## config.mk

```make
export PLATFORM = sky130hd
export DESIGN_NAME = hall_map_identify_sequencer
export DESIGN_NICKNAME = d
export VERILOG_FILES = /design/src/rtl/core/hmis_pkg.sv /design/src/rtl/core/hmis_cfg.sv /design/src/rtl/core/hmis_step.sv /design/src/rtl/core/hall_map_identify_sequencer.sv
export SDC_FILE = /design/constraint.sdc
export NUM_CORES = 1
export LEC_CHECK = 0
export ABC_AREA = 1
export ABC_CLOCK_PERIOD_IN_PS = 4400
export BUFFER_PORTS_ARGS = -buffer_cell sky130_fd_sc_hd__buf_2
export CAP_MARGIN = 40
export CORE_ASPECT_RATIO = 0.8
export CORE_UTILIZATION = 45
export DETAILED_ROUTE_END_ITERATION = 12
export PLACE_DENSITY_LB_ADDON = 0.12
export SYNTH_ARGS = -nofsm -noshare
export SYNTH_HDL_FRONTEND = slang
export SYNTH_SLANG_ARGS = --single-unit
```

## constraint.sdc

```tcl
create_clock -name clk -period 4.4 [get_ports clk]
set_input_delay 0.66 -clock clk [delete_from_list [all_inputs] [get_ports clk]]
set_output_delay 0.66 -clock clk [all_outputs]
set_load 0.005 [all_outputs]
```

## src/rtl/core/hmis_pkg.sv

```systemverilog
package hmis_pkg;

    // Item kinds
    localparam logic [1:0] KIND_TICK   = 2'd0;
    localparam logic [1:0] KIND_START  = 2'd1;
    localparam logic [1:0] KIND_CANCEL = 2'd2;

    // Sequencer phases; the unused code behaves as the toggle phase
    localparam logic [1:0] PH_TOGGLE = 2'd0;
    localparam logic [1:0] PH_FIRST  = 2'd1;
    localparam logic [1:0] PH_SECOND = 2'd2;

    // Run outcomes
    localparam logic [1:0] OUT_NONE     = 2'd0;
    localparam logic [1:0] OUT_READY    = 2'd1;
    localparam logic [1:0] OUT_UNSTABLE = 2'd2;
    localparam logic [1:0] OUT_ABORTED  = 2'd3;

    // Configuration register indexes
    localparam logic [2:0] CFG_TOGGLES  = 3'd0;
    localparam logic [2:0] CFG_INTERVAL = 3'd1;
    localparam logic [2:0] CFG_SETTLE1  = 3'd2;
    localparam logic [2:0] CFG_SETTLE2  = 3'd3;
    localparam logic [2:0] CFG_DUTY     = 3'd4;

    // Configuration reset values
    localparam logic [7:0] RST_TOGGLES  = 8'd50;
    localparam logic [7:0] RST_INTERVAL = 8'd5;
    localparam logic [7:0] RST_SETTLE1  = 8'd12;
    localparam logic [7:0] RST_SETTLE2  = 8'd6;
    localparam logic [6:0] RST_DUTY     = 7'd10;

    localparam logic [2:0]  NUM_STEPS    = 3'd6;
    localparam logic [2:0]  LAST_SECTOR  = 3'd5;
    localparam logic [7:0]  COUNT_MAX    = 8'd255;
    localparam logic [2:0]  HALL_INVALID_LO = 3'd0;
    localparam logic [2:0]  HALL_INVALID_HI = 3'd7;
    localparam logic [31:0] MAP_CLEAR    = 32'hFFFF_FFFF;

    typedef struct packed {
        logic [7:0] toggles_per_step;
        logic [7:0] toggle_interval;
        logic [7:0] settle_first;
        logic [7:0] settle_second;
        logic [6:0] drive_duty;
    } cfg_t;

    typedef struct packed {
        logic        drive_on;
        logic [2:0]  drive_sector;
        logic [6:0]  duty_out;
        logic        busy_res;
        logic        done_res;
        logic [1:0]  outcome;
        logic [31:0] map_out;
        logic [2:0]  unstable_steps;
    } result_t;

    // Next sector around the six-sector ring, for sectors 0..5
    function automatic logic [2:0] next_sector(input logic [2:0] s);
        return (s >= LAST_SECTOR) ? 3'd0 : s + 3'd1;
    endfunction

    // Wait count for an interval register: a zero interval acts on the next tick
    function automatic logic [7:0] delay_of(input logic [7:0] ticks);
        return (ticks != 8'd0) ? ticks - 8'd1 : 8'd0;
    endfunction

endpackage

```

## src/rtl/core/hmis_cfg.sv

```systemverilog
module hmis_cfg (
    input  logic              clk,
    input  logic              rst_n,
    input  logic              wr_en,
    input  logic [2:0]        wr_index,
    input  logic [7:0]        wr_data,
    output hmis_pkg::cfg_t    cfg
);

    hmis_pkg::cfg_t cfg_reg;
    hmis_pkg::cfg_t cfg_next;

    always_comb
    begin
        cfg_next = cfg_reg;
        if (wr_en)
        begin
            case (wr_index)
                hmis_pkg::CFG_TOGGLES:  cfg_next.toggles_per_step = wr_data;
                hmis_pkg::CFG_INTERVAL: cfg_next.toggle_interval  = wr_data;
                hmis_pkg::CFG_SETTLE1:  cfg_next.settle_first     = wr_data;
                hmis_pkg::CFG_SETTLE2:  cfg_next.settle_second    = wr_data;
                hmis_pkg::CFG_DUTY:     cfg_next.drive_duty       = wr_data[6:0];
                default:                cfg_next = cfg_reg;
            endcase
        end
    end

    always_ff @(posedge clk or negedge rst_n)
    begin
        if (!rst_n)
        begin
            cfg_reg.toggles_per_step <= hmis_pkg::RST_TOGGLES;
            cfg_reg.toggle_interval  <= hmis_pkg::RST_INTERVAL;
            cfg_reg.settle_first     <= hmis_pkg::RST_SETTLE1;
            cfg_reg.settle_second    <= hmis_pkg::RST_SETTLE2;
            cfg_reg.drive_duty       <= hmis_pkg::RST_DUTY;
        end
        else
        begin
            cfg_reg <= cfg_next;
        end
    end

    assign cfg = cfg_reg;

endmodule

```

## src/rtl/core/hmis_step.sv

```systemverilog
module hmis_step (
    input  logic                 clk,
    input  logic                 rst_n,
    input  logic                 step_en,
    input  logic [1:0]           kind,
    input  logic [2:0]           hall_code,
    input  logic                 fault,
    input  hmis_pkg::cfg_t       cfg,
    output hmis_pkg::result_t    result
);

    logic        active_reg,      active_next;
    logic [1:0]  phase_reg,       phase_next;
    logic [2:0]  step_index_reg,  step_index_next;
    logic [7:0]  toggle_count_reg, toggle_count_next;
    logic        toggle_second_reg, toggle_second_next;
    logic [7:0]  wait_ticks_reg,  wait_ticks_next;
    logic [2:0]  first_sample_reg, first_sample_next;
    logic [31:0] map_reg,         map_next;
    logic [2:0]  unstable_reg,    unstable_next;
    logic        drive_active_reg, drive_active_next;
    logic [2:0]  driven_sector_reg, driven_sector_next;

    logic        done;
    logic        clear;
    logic [1:0]  outcome;
    logic [2:0]  target;
    logic [7:0]  count_inc;

    always_comb
    begin
        active_next        = active_reg;
        phase_next         = phase_reg;
        step_index_next    = step_index_reg;
        toggle_count_next  = toggle_count_reg;
        toggle_second_next = toggle_second_reg;
        wait_ticks_next    = wait_ticks_reg;
        first_sample_next  = first_sample_reg;
        map_next           = map_reg;
        unstable_next      = unstable_reg;
        drive_active_next  = drive_active_reg;
        driven_sector_next = driven_sector_reg;
        done               = 1'b0;
        clear              = 1'b0;
        outcome            = hmis_pkg::OUT_NONE;
        // step_index stays below six whenever a tick is worked
        target    = hmis_pkg::next_sector(hmis_pkg::next_sector(step_index_reg));
        count_inc = (toggle_count_reg < hmis_pkg::COUNT_MAX) ?
                    toggle_count_reg + 8'd1 : toggle_count_reg;

        if (kind == hmis_pkg::KIND_START)
        begin
            clear       = 1'b1;
            active_next = 1'b1;
        end
        else if (kind == hmis_pkg::KIND_CANCEL)
        begin
            drive_active_next = 1'b0;
            if (active_reg)
            begin
                done    = 1'b1;
                outcome = hmis_pkg::OUT_ABORTED;
                clear   = 1'b1;
            end
        end
        else if (kind == hmis_pkg::KIND_TICK && active_reg)
        begin
            if (fault)
            begin
                drive_active_next = 1'b0;
                done    = 1'b1;
                outcome = hmis_pkg::OUT_ABORTED;
                clear   = 1'b1;
            end
            else if (step_index_reg >= hmis_pkg::NUM_STEPS)
            begin
                drive_active_next = 1'b0;
                done    = 1'b1;
                outcome = (unstable_reg != 3'd0) ? hmis_pkg::OUT_UNSTABLE :
                                                   hmis_pkg::OUT_READY;
                clear   = 1'b1;
            end
            else if (wait_ticks_reg != 8'd0)
            begin
                wait_ticks_next = wait_ticks_reg - 8'd1;
            end
            else
            begin
                case (phase_reg)
                    hmis_pkg::PH_FIRST:
                    begin
                        first_sample_next = hall_code;
                        phase_next        = hmis_pkg::PH_SECOND;
                        wait_ticks_next   = hmis_pkg::delay_of(cfg.settle_second);
                    end
                    hmis_pkg::PH_SECOND:
                    begin
                        if (hall_code != first_sample_reg)
                        begin
                            unstable_next = unstable_reg + 3'd1;
                        end
                        else if (hall_code != hmis_pkg::HALL_INVALID_LO &&
                                 hall_code != hmis_pkg::HALL_INVALID_HI)
                        begin
                            map_next[hall_code*4 +: 4] = {1'b0, target};
                        end
                        step_index_next    = step_index_reg + 3'd1;
                        phase_next         = hmis_pkg::PH_TOGGLE;
                        toggle_count_next  = 8'd0;
                        toggle_second_next = 1'b0;
                        wait_ticks_next    = 8'd0;
                    end
                    default:
                    begin
                        // Toggle between sector s and the one after it
                        driven_sector_next = toggle_second_reg ?
                            hmis_pkg::next_sector(step_index_reg) : step_index_reg;
                        drive_active_next  = 1'b1;
                        toggle_second_next = ~toggle_second_reg;
                        toggle_count_next  = count_inc;
                        wait_ticks_next    = hmis_pkg::delay_of(cfg.toggle_interval);
                        if (count_inc >= cfg.toggles_per_step)
                        begin
                            drive_active_next = 1'b0;
                            phase_next        = hmis_pkg::PH_FIRST;
                            wait_ticks_next   = hmis_pkg::delay_of(cfg.settle_first);
                        end
                    end
                endcase
            end
        end

        if (clear)
        begin
            active_next        = (kind == hmis_pkg::KIND_START);
            phase_next         = hmis_pkg::PH_TOGGLE;
            step_index_next    = 3'd0;
            toggle_count_next  = 8'd0;
            toggle_second_next = 1'b0;
            wait_ticks_next    = 8'd0;
            first_sample_next  = 3'd0;
            unstable_next      = 3'd0;
            map_next           = hmis_pkg::MAP_CLEAR;
        end

        result.drive_on       = drive_active_next;
        result.drive_sector   = drive_active_next ? driven_sector_next : 3'd0;
        result.duty_out       = drive_active_next ? cfg.drive_duty : 7'd0;
        result.busy_res       = active_next;
        result.done_res       = done;
        result.outcome        = outcome;
        // An ending item reports the map and count from before the clear
        result.map_out        = done ? map_reg : map_next;
        result.unstable_steps = done ? unstable_reg : unstable_next;
    end

    always_ff @(posedge clk or negedge rst_n)
    begin
        if (!rst_n)
        begin
            active_reg        <= 1'b0;
            phase_reg         <= hmis_pkg::PH_TOGGLE;
            step_index_reg    <= 3'd0;
            toggle_count_reg  <= 8'd0;
            toggle_second_reg <= 1'b0;
            wait_ticks_reg    <= 8'd0;
            first_sample_reg  <= 3'd0;
            map_reg           <= hmis_pkg::MAP_CLEAR;
            unstable_reg      <= 3'd0;
            drive_active_reg  <= 1'b0;
            driven_sector_reg <= 3'd0;
        end
        else if (step_en)
        begin
            active_reg        <= active_next;
            phase_reg         <= phase_next;
            step_index_reg    <= step_index_next;
            toggle_count_reg  <= toggle_count_next;
            toggle_second_reg <= toggle_second_next;
            wait_ticks_reg    <= wait_ticks_next;
            first_sample_reg  <= first_sample_next;
            map_reg           <= map_next;
            unstable_reg      <= unstable_next;
            drive_active_reg  <= drive_active_next;
            driven_sector_reg <= driven_sector_next;
        end
    end

endmodule

```

## src/rtl/core/hall_map_identify_sequencer.sv

```systemverilog
// Latency: a result item is valid on the cycle after its input item is accepted.
// Throughput: one item per cycle while results are taken; the output register lets a new item
// enter in the same cycle that the held result is taken.
// Reset (rst_n low, asynchronous): sequencer idle with its drive state off, map all unassigned,
// configuration back to its defaults, no result pending.
module hall_map_identify_sequencer (
    input  logic        clk,
    input  logic        rst_n,

    // Input items
    input  logic        in_valid,
    output logic        in_ready,
    input  logic [1:0]  kind,
    input  logic [2:0]  hall_code,
    input  logic        fault,

    // Configuration writes
    input  logic        cfg_valid,
    output logic        cfg_ready,
    input  logic [2:0]  cfg_index,
    input  logic [7:0]  cfg_data,

    // Result items
    output logic        out_valid,
    input  logic        out_ready,
    output logic        drive_on,
    output logic [2:0]  drive_sector,
    output logic [6:0]  duty_out,
    output logic        busy_res,
    output logic        done_res,
    output logic [1:0]  outcome,
    output logic [31:0] map_out,
    output logic [2:0]  unstable_steps
);

    hmis_pkg::cfg_t    cfg;
    hmis_pkg::result_t step_result;
    hmis_pkg::result_t result_reg;
    logic              out_valid_reg;
    logic              out_valid_next;
    logic              in_accept;

    // Configuration writes are always accepted
    assign cfg_ready = 1'b1;

    hmis_cfg u_cfg (
        .clk      (clk),
        .rst_n    (rst_n),
        .wr_en    (cfg_valid),
        .wr_index (cfg_index),
        .wr_data  (cfg_data),
        .cfg      (cfg)
    );

    // Accept a new item whenever the result slot is empty or being drained
    assign in_ready  = !out_valid_reg || out_ready;
    assign in_accept = in_valid && in_ready;

    // Advance the sequencer state only on an accepted item
    hmis_step u_step (
        .clk       (clk),
        .rst_n     (rst_n),
        .step_en   (in_accept),
        .kind      (kind),
        .hall_code (hall_code),
        .fault     (fault),
        .cfg       (cfg),
        .result    (step_result)
    );

    // Hold the result until it is taken; drop valid once drained with nothing new
    always_comb
    begin
        out_valid_next = out_valid_reg;
        if (in_accept)
        begin
            out_valid_next = 1'b1;
        end
        else if (out_ready)
        begin
            out_valid_next = 1'b0;
        end
    end

    always_ff @(posedge clk or negedge rst_n)
    begin
        if (!rst_n)
        begin
            out_valid_reg <= 1'b0;
        end
        else
        begin
            out_valid_reg <= out_valid_next;
        end
    end

    // Payload register, loaded with each accepted item's result
    always_ff @(posedge clk)
    begin
        if (in_accept)
        begin
            result_reg <= step_result;
        end
    end

    assign out_valid      = out_valid_reg;
    assign drive_on       = result_reg.drive_on;
    assign drive_sector   = result_reg.drive_sector;
    assign duty_out       = result_reg.duty_out;
    assign busy_res       = result_reg.busy_res;
    assign done_res       = result_reg.done_res;
    assign outcome        = result_reg.outcome;
    assign map_out        = result_reg.map_out;
    assign unstable_steps = result_reg.unstable_steps;

endmodule
```

# --- Word-level counts from Yosys, hierarchy flattened ---
# Cells that the tools add are included.
totals:
  input_bits: 22
  ff_bits: 155
op_classes:
  n_addsub: 9
  muxes: 111
  n_reduce_logical: 29
  n_lt_le_gt_ge: 5
  bitwise_logic: 1
  shifts: 2
  n_eq_ne: 16
ops:
  columns: ["op", "n"]
  rows:
  - ["$mux W32", 11]
  - ["$mux W8", 19]
  - ["$mux W3", 36]
  - ["$neg A5 Y34", 1]
  - ["$shift A4 B34 Y32 const A", 1]
  - ["$shiftx A4 B34 Y32", 1]
  - ["$bwmux W32", 1]
  - ["$pmux W8 S2", 2]
  - ["$reduce_and A8 Y1", 4]
  - ["$reduce_bool A8 Y1", 4]
  - ["$sub A8 B1 Y8 const B", 4]
  - ["$mux W2", 14]
  - ["$mux W1", 26]
  - ["$ne A2 B1 Y1 const B", 6]
  - ["$reduce_and A2 Y1", 5]
  - ["$add A3 B1 Y3 const B", 3]
  - ["$ge A3 B3 Y1 const B", 3]
  - ["$add A8 B1 Y8 const B", 1]
  - ["$ge A8 B8 Y1", 1]
  - ["$lt A8 B8 Y1 const B", 1]
  - ["$reduce_bool A2 Y1", 4]
  - ["$eq A3 B2 Y1 const B", 2]
  - ["$reduce_and A6 Y1", 1]
  - ["$reduce_bool A3 Y1", 2]
  - ["16 further kinds", 20]

# --- Logic depth before layout (Yosys ltp) ---
depth:
  ltp_word: 17
  depth_mapped: 21
  mapped_depth_nobuf: 21

# --- Hierarchy ---
# Synthesis repeated with hierarchy kept, for this count alone.
unflattened:
  hier_cells: 1089
  hier_area_um2: 8733.4
by_module_without_submodules:
  columns: ["module", "instances", "area_each_um2", "cells_each", "seq_area_each_um2"]
  rows:
  - ["hmis_step", 1, 5544.1, 853, 1666.6]
  - ["hmis_cfg", 1, 1631.6, 178, 989.7]
  - ["hall_map_identify_sequencer", 1, 1557.7, 58, 1526.5]

# --- Worst setup path after synthesis ---
# OpenSTA, ideal clock, no wires.
synth_timing:
  kind: "register to register"
  from: "register u_step.toggle_count_reg[1]"
  to: "register result_reg (netlist bit drive_sector[0]), data pin"
  required_time_ns: 4.265
  setup_slack_ns: 1.515
  synth_period_minus_slack_ns: 2.885
  setup_ns: 0.135
  n_path_buf: 1
  stages_incl_launch_ff: 19
  arrival_time_ns: 2.749
  cell_sequence: "dfrtp_1 ha_1 nand3_1 nor3_1 nand2_1 nand3_1 xor2_1 inv_1 ha_1 a21oi_1 nor2_1 nor2_1 nand2_1 nor2_1 o21ai_1 nand2_1 nand2_1 buf_6 nor2_2"
synth_via:
  elab_chain_len: 11
  word_cells_on_any_way: 12
synth_lines:
  columns: ["element", "line", "text"]
  rows:
  - ["start: declaration", "hmis_step.sv:15", "logic [7:0] toggle_count_reg, toggle_count_next;"]
  - ["start signal: assignment", "hmis_step.sv:178", "toggle_count_reg <= toggle_count_next;"]
  - ["$add A8 B1 Y8 / $lt A8 B8 Y1 (equally long branches)", "hmis_step.sv:49, hmis_step.sv:48", null]
  - ["$mux W8 *", "hmis_step.sv:48", "count_inc = (toggle_count_reg < hmis_pkg::COUNT_MAX) ?"]
  - ["$ge A8 B8 Y1 *", "hmis_step.sv:122", "if (count_inc >= cfg.toggles_per_step)"]
  - ["$mux W1 *", "hmis_step.sv:122", null]
  - ["$mux W1 *", "hmis_step.sv:89", "case (phase_reg)"]
  - ["$mux W1 *", "hmis_step.sv:83", "else if (wait_ticks_reg != 8'd0)"]
  - ["$mux W1 *", "hmis_step.sv:75", "else if (step_index_reg >= hmis_pkg::NUM_STEPS)"]
  - ["$mux W1 *", "hmis_step.sv:68", "if (fault)"]
  - ["$mux W1 *", "hmis_step.sv:66", "else if (kind == hmis_pkg::KIND_TICK && active_reg)"]
  - ["$mux W1 *", "hmis_step.sv:56", "else if (kind == hmis_pkg::KIND_CANCEL)"]
  - ["$mux W1 *", "hmis_step.sv:51", "if (kind == hmis_pkg::KIND_START)"]
  - ["end signal: assignment", "hall_map_identify_sequencer.sv:102", "result_reg <= step_result;"]
  - ["end: declaration", "hall_map_identify_sequencer.sv:38", "hmis_pkg::result_t result_reg;"]
# Every way passes the cells marked *; elsewhere a longest branch is shown, timed or not.
# A chain may end at the register's enable or synchronous reset.

# --- Worst setup path after layout ---
layout_timing:
  from: "register u_step.toggle_count_reg[1]"
  to: "register result_reg (netlist bit duty_out[6]), data pin"
# Same word-level chain as after synthesis.

==> impl_results.md <==
- Result of the run: finished clean
- Number of buffers inserted during clock tree synthesis: 17
- Worst-case clock buffer depth: 2
- Diodes inserted: 0
- Yosys Warn Count: 0
- Worst IR drop on VDD: approximately 0.28 mV
- Top library cells by usage in the layout, fill and taps aside: sky130_fd_sc_hd__nand2_1, sky130_fd_sc_hd__inv_1, sky130_fd_sc_hd__o21ai_0
- Leakage power summed over all cells: 4.61 nW
- Initial DRT Pass Iterations: 5
- # setup viols final: 0
- Final Power: about 5.4 mW
- Post-CTS repair timing setup buffer count: 0
- Worst-skew pair later-pin latency: 0.43 ns
- Mapped Nets: between 1,000 and 1,500
- Commonest non-fill, non-tap cell in the layout: sky130_fd_sc_hd__nand2_1
- Cell total after placement: roughly 1,400
- Timing-limited maximum frequency: around 0.29 GHz
- Htree depth: 4
- Worst hold slack after final layout: between 0.2 and 0.25 ns
- Count of different cell masters after synthesis: 45
- Detail-routed via count per cell: about 5
- Clock tree from TritonCTS: yes
- Cells along the critical path: ha_1 > nand3_1 > nor3_1 > nand2_1 > nand3_1 > xor2_1 > inv_1 > ha_1 > nand2_1 > nor2_1 > nand4_1 > inv_1 > nor2_1 > buf_4 > o21ai_1 > nand2_1 > nand2_1 > nor2_1
- Ports: 75
- Period utilization: 0.791
- Net total in the final layout: between 1,000 and 1,500
- Floorplan row count: between 40 and 50
- Worst-path cell with the longest stage delay: sky130_fd_sc_hd__nand2_1
- DRC Markers: 0
- Arrival time at the worst endpoint: 3.64 ns
- Gate count of the mapped netlist: approximately 1,100
- Clock input transition at the sequential cells of the worst setup and hold paths: about 0.06 ns
- Number of synthesized register bits: between 150 and 200
- Filler-free cell count of the finished design: about 1,400
- Average detailed-routed wire length per instance: around 14 um
- Post-Syn Area: between 8000 and 9000 um^2
- Sequential cell area fraction in the yosys report: 0.488
- Total die area: 19,600 um^2
- Kind of critical path: reg -> reg
- Launch instance of the worst register-to-register path: u_step.toggle_count_reg[1]$_DFFE_PN0P_
- Number of hold buffers added after cts: 0
- Longest individual stage delay on the worst path: approximately 0.40 ns
- Syn Area/Cell: about 8 um^2
- Post-Place Setup Slack: 0.957 ns
- Max transition margin: 0.481
- Starting density of the core: 0.466
- P per Cell Area: 549 nW/um^2
- Number of hold violations in the final report: 0
- Main synth FF type: sky130_fd_sc_hd__dfrtp_1
- Start point of the critical path: u_step.toggle_count_reg[1]$_DFFE_PN0P_
- Overflow left after global routing: 0
- HPWL after DPL: ~14,000 um
- Final-report max-slew violation count: 0
- Largest net degree at the start of global routing: 62
- Number of input and output port buffers inserted: between 70 and 80
- Final GP Congestion: 0.917
- Critical path endpoint category: flop
- Startpoint class of the critical path: flop
- Tightest Pin Transition: ~0.78 ns
- Number of flops mapped to enable cells by yosys: 50
- Vertical die dimension: roughly 130 um
- Vias after detailed routing: ~7,100
- Area growth from synthesis to layout: 13.7%
- Vias in the first global route: between 6,000 and 7,000
- Required time of the critical path: roughly 4.6 ns
- Resize count post-CTS: 0
- Max FFs per register: 39
- Initial antenna violation count: 0
- Total global-route track usage: 0.210
- Layout cells sized above 1: 0.167
- Maximum net fanout on the critical path: 11
- Area of the placeable core: around 18,000 um^2
- Class of the tightest hold or removal check: in -> async
- Starting DRT DRC Count: 607
- Post-Route Setup TNS: 0 ns
- Post-DRT Antenna Nets: 0
- Total clock sinks: about 160
- Asr flop ratio synth: 0.677
- CTS Root Cell: sky130_fd_sc_hd__clkbuf_16
- Wire length of the first global-routing pass: between 30,000 and 40,000 um
- Setup repair after global routing missed its margin: false
- Worst Setup Slack, final: between 0.9 and 1 ns
- Detailed Route WL: a little under 20,000 um
- Time the worst path needs with I/O delays and setup: around 3.5 ns
- Max-cap check violation count: 0
- Worst path most repeated cell: sky130_fd_sc_hd__nand2_1
- Clock Skews: a little over 0.01 ns
- Horizontal die dimension: 156 um
logic make-up (layout without fill, tap and decap cells):
| kind of cell | after synthesis | count (layout) | synth area share |
|---|---|---|---|
| flip-flops | 155 | 155 | 0.488 |
| other | 1 | 1 | 0.000437 |
| adder cells (fa/ha/maj) | 29 | 29 | 0.0423 |
| XOR/XNOR | 20 | 20 | 0.0204 |
| buffers and inverters | 165 | 250 | 0.0757 |
| AND/OR/NAND/NOR | 535 | 535 | 0.268 |
| multiplexers | 1 | 1 | 0.00117 |
| AO/OA/AOI/OAI | 165 | 165 | 0.104 |
routing by layer:
metal,global-route usage,vias up,part of all wire
li1,-,3608,-
met1,0.334,3295,0.53
met2,0.288,168,0.40
met3,0.0406,16,0.053
met4,0.0531,0,0.0094
met5,0,-,0
metrics by stage:
| step | instance area, um^2 | utilization |
|---|---|---|
| 4_1_cts | 9750 | 0.530 |
| 5_1_grt | 9750 | 0.530 |
| 6_report | 9750 | 0.530 |
| 3_3_place_gp | 9200 | 0.500 |
| 2_1_floorplan | 8580 | - |
| 3_5_place_dp | 9200 | 0.500 |
final cells by class:
type,instances,area (um^2)
clock buffers,19,443
clock inverters,13,108
fillers,1756,8640
inverters,137,514
multi-input cells,751,3740
flip-flops and latches,155,4180
well taps,253,317
repair buffers,81,440
cell usage after synthesis (3+ instances only):
master                     count  area (um^2)
sky130_fd_sc_hd__o22ai_1       5         31.3
sky130_fd_sc_hd__edfxtp_1     50         1500
sky130_fd_sc_hd__clkbuf_1     13         48.8
sky130_fd_sc_hd__nor2_4        4         45.0
sky130_fd_sc_hd__inv_1       130          488
sky130_fd_sc_hd__dfrtp_1      62         1550
sky130_fd_sc_hd__buf_1         3         11.3
sky130_fd_sc_hd__nand2_1     326         1220
sky130_fd_sc_hd__or2_2         4         25.0
sky130_fd_sc_hd__nand4_1       8         50.1
sky130_fd_sc_hd__o21a_1       15          113
sky130_fd_sc_hd__dfstp_2      43         1130
sky130_fd_sc_hd__xor2_1       16          140
sky130_fd_sc_hd__o21ai_0      94          470
sky130_fd_sc_hd__nor2_1       83          312
sky130_fd_sc_hd__o21ai_1      11         55.1
sky130_fd_sc_hd__nor2_2       12         75.1
sky130_fd_sc_hd__nor3_1       11         55.1
sky130_fd_sc_hd__a31oi_1       8         50.1
sky130_fd_sc_hd__buf_2         9         45.0
sky130_fd_sc_hd__inv_2         5         18.8
sky130_fd_sc_hd__ha_1         29          363
sky130_fd_sc_hd__xnor2_1       4         35.0
sky130_fd_sc_hd__nand3_2       3         30.0
sky130_fd_sc_hd__a21oi_1      26          130
sky130_fd_sc_hd__nand3_1      70          350
report_power, final:
group / total [mW] / switching (mW) / internal (mW) / leakage (nW)
registers: 2.10 / 0.222 / 1.88 / 1.73
logic: 1.88 / 1.22 / 0.659 / 2.62
clock network: 1.38 / 0.627 / 0.749 / 0.259
worst paths after layout:
check                      cells past startpoint                             end  slack (ns)
max in group asynchronous                      2  u_step.map_reg[28]$_DFFE_PN1P_        3.23
setup reg to reg                              18       duty_out[6]$_SDFFCE_PN0P_        0.92
hold reg to reg                                2  u_step.map_reg[29]$_DFFE_PN1P_        0.47
hold / removal                                 1       u_cfg.cfg[38]$_DFFE_PN0P_        0.25
setup / recovery                              18       duty_out[6]$_SDFFCE_PN0P_        0.92
min in group clk                               2  u_step.map_reg[29]$_DFFE_PN1P_        0.47
critical path, delay by kind of cell (launching register included):
kind	cells	cell delay, ns
compound gates	1	0.15
xor+xnor	1	0.19
fa+ha+maj	2	0.51
buf+inv	3	0.30
flops	1	0.37
simple gates	11	1.68
Note: power is estimated with default switching activity, not from simulation.
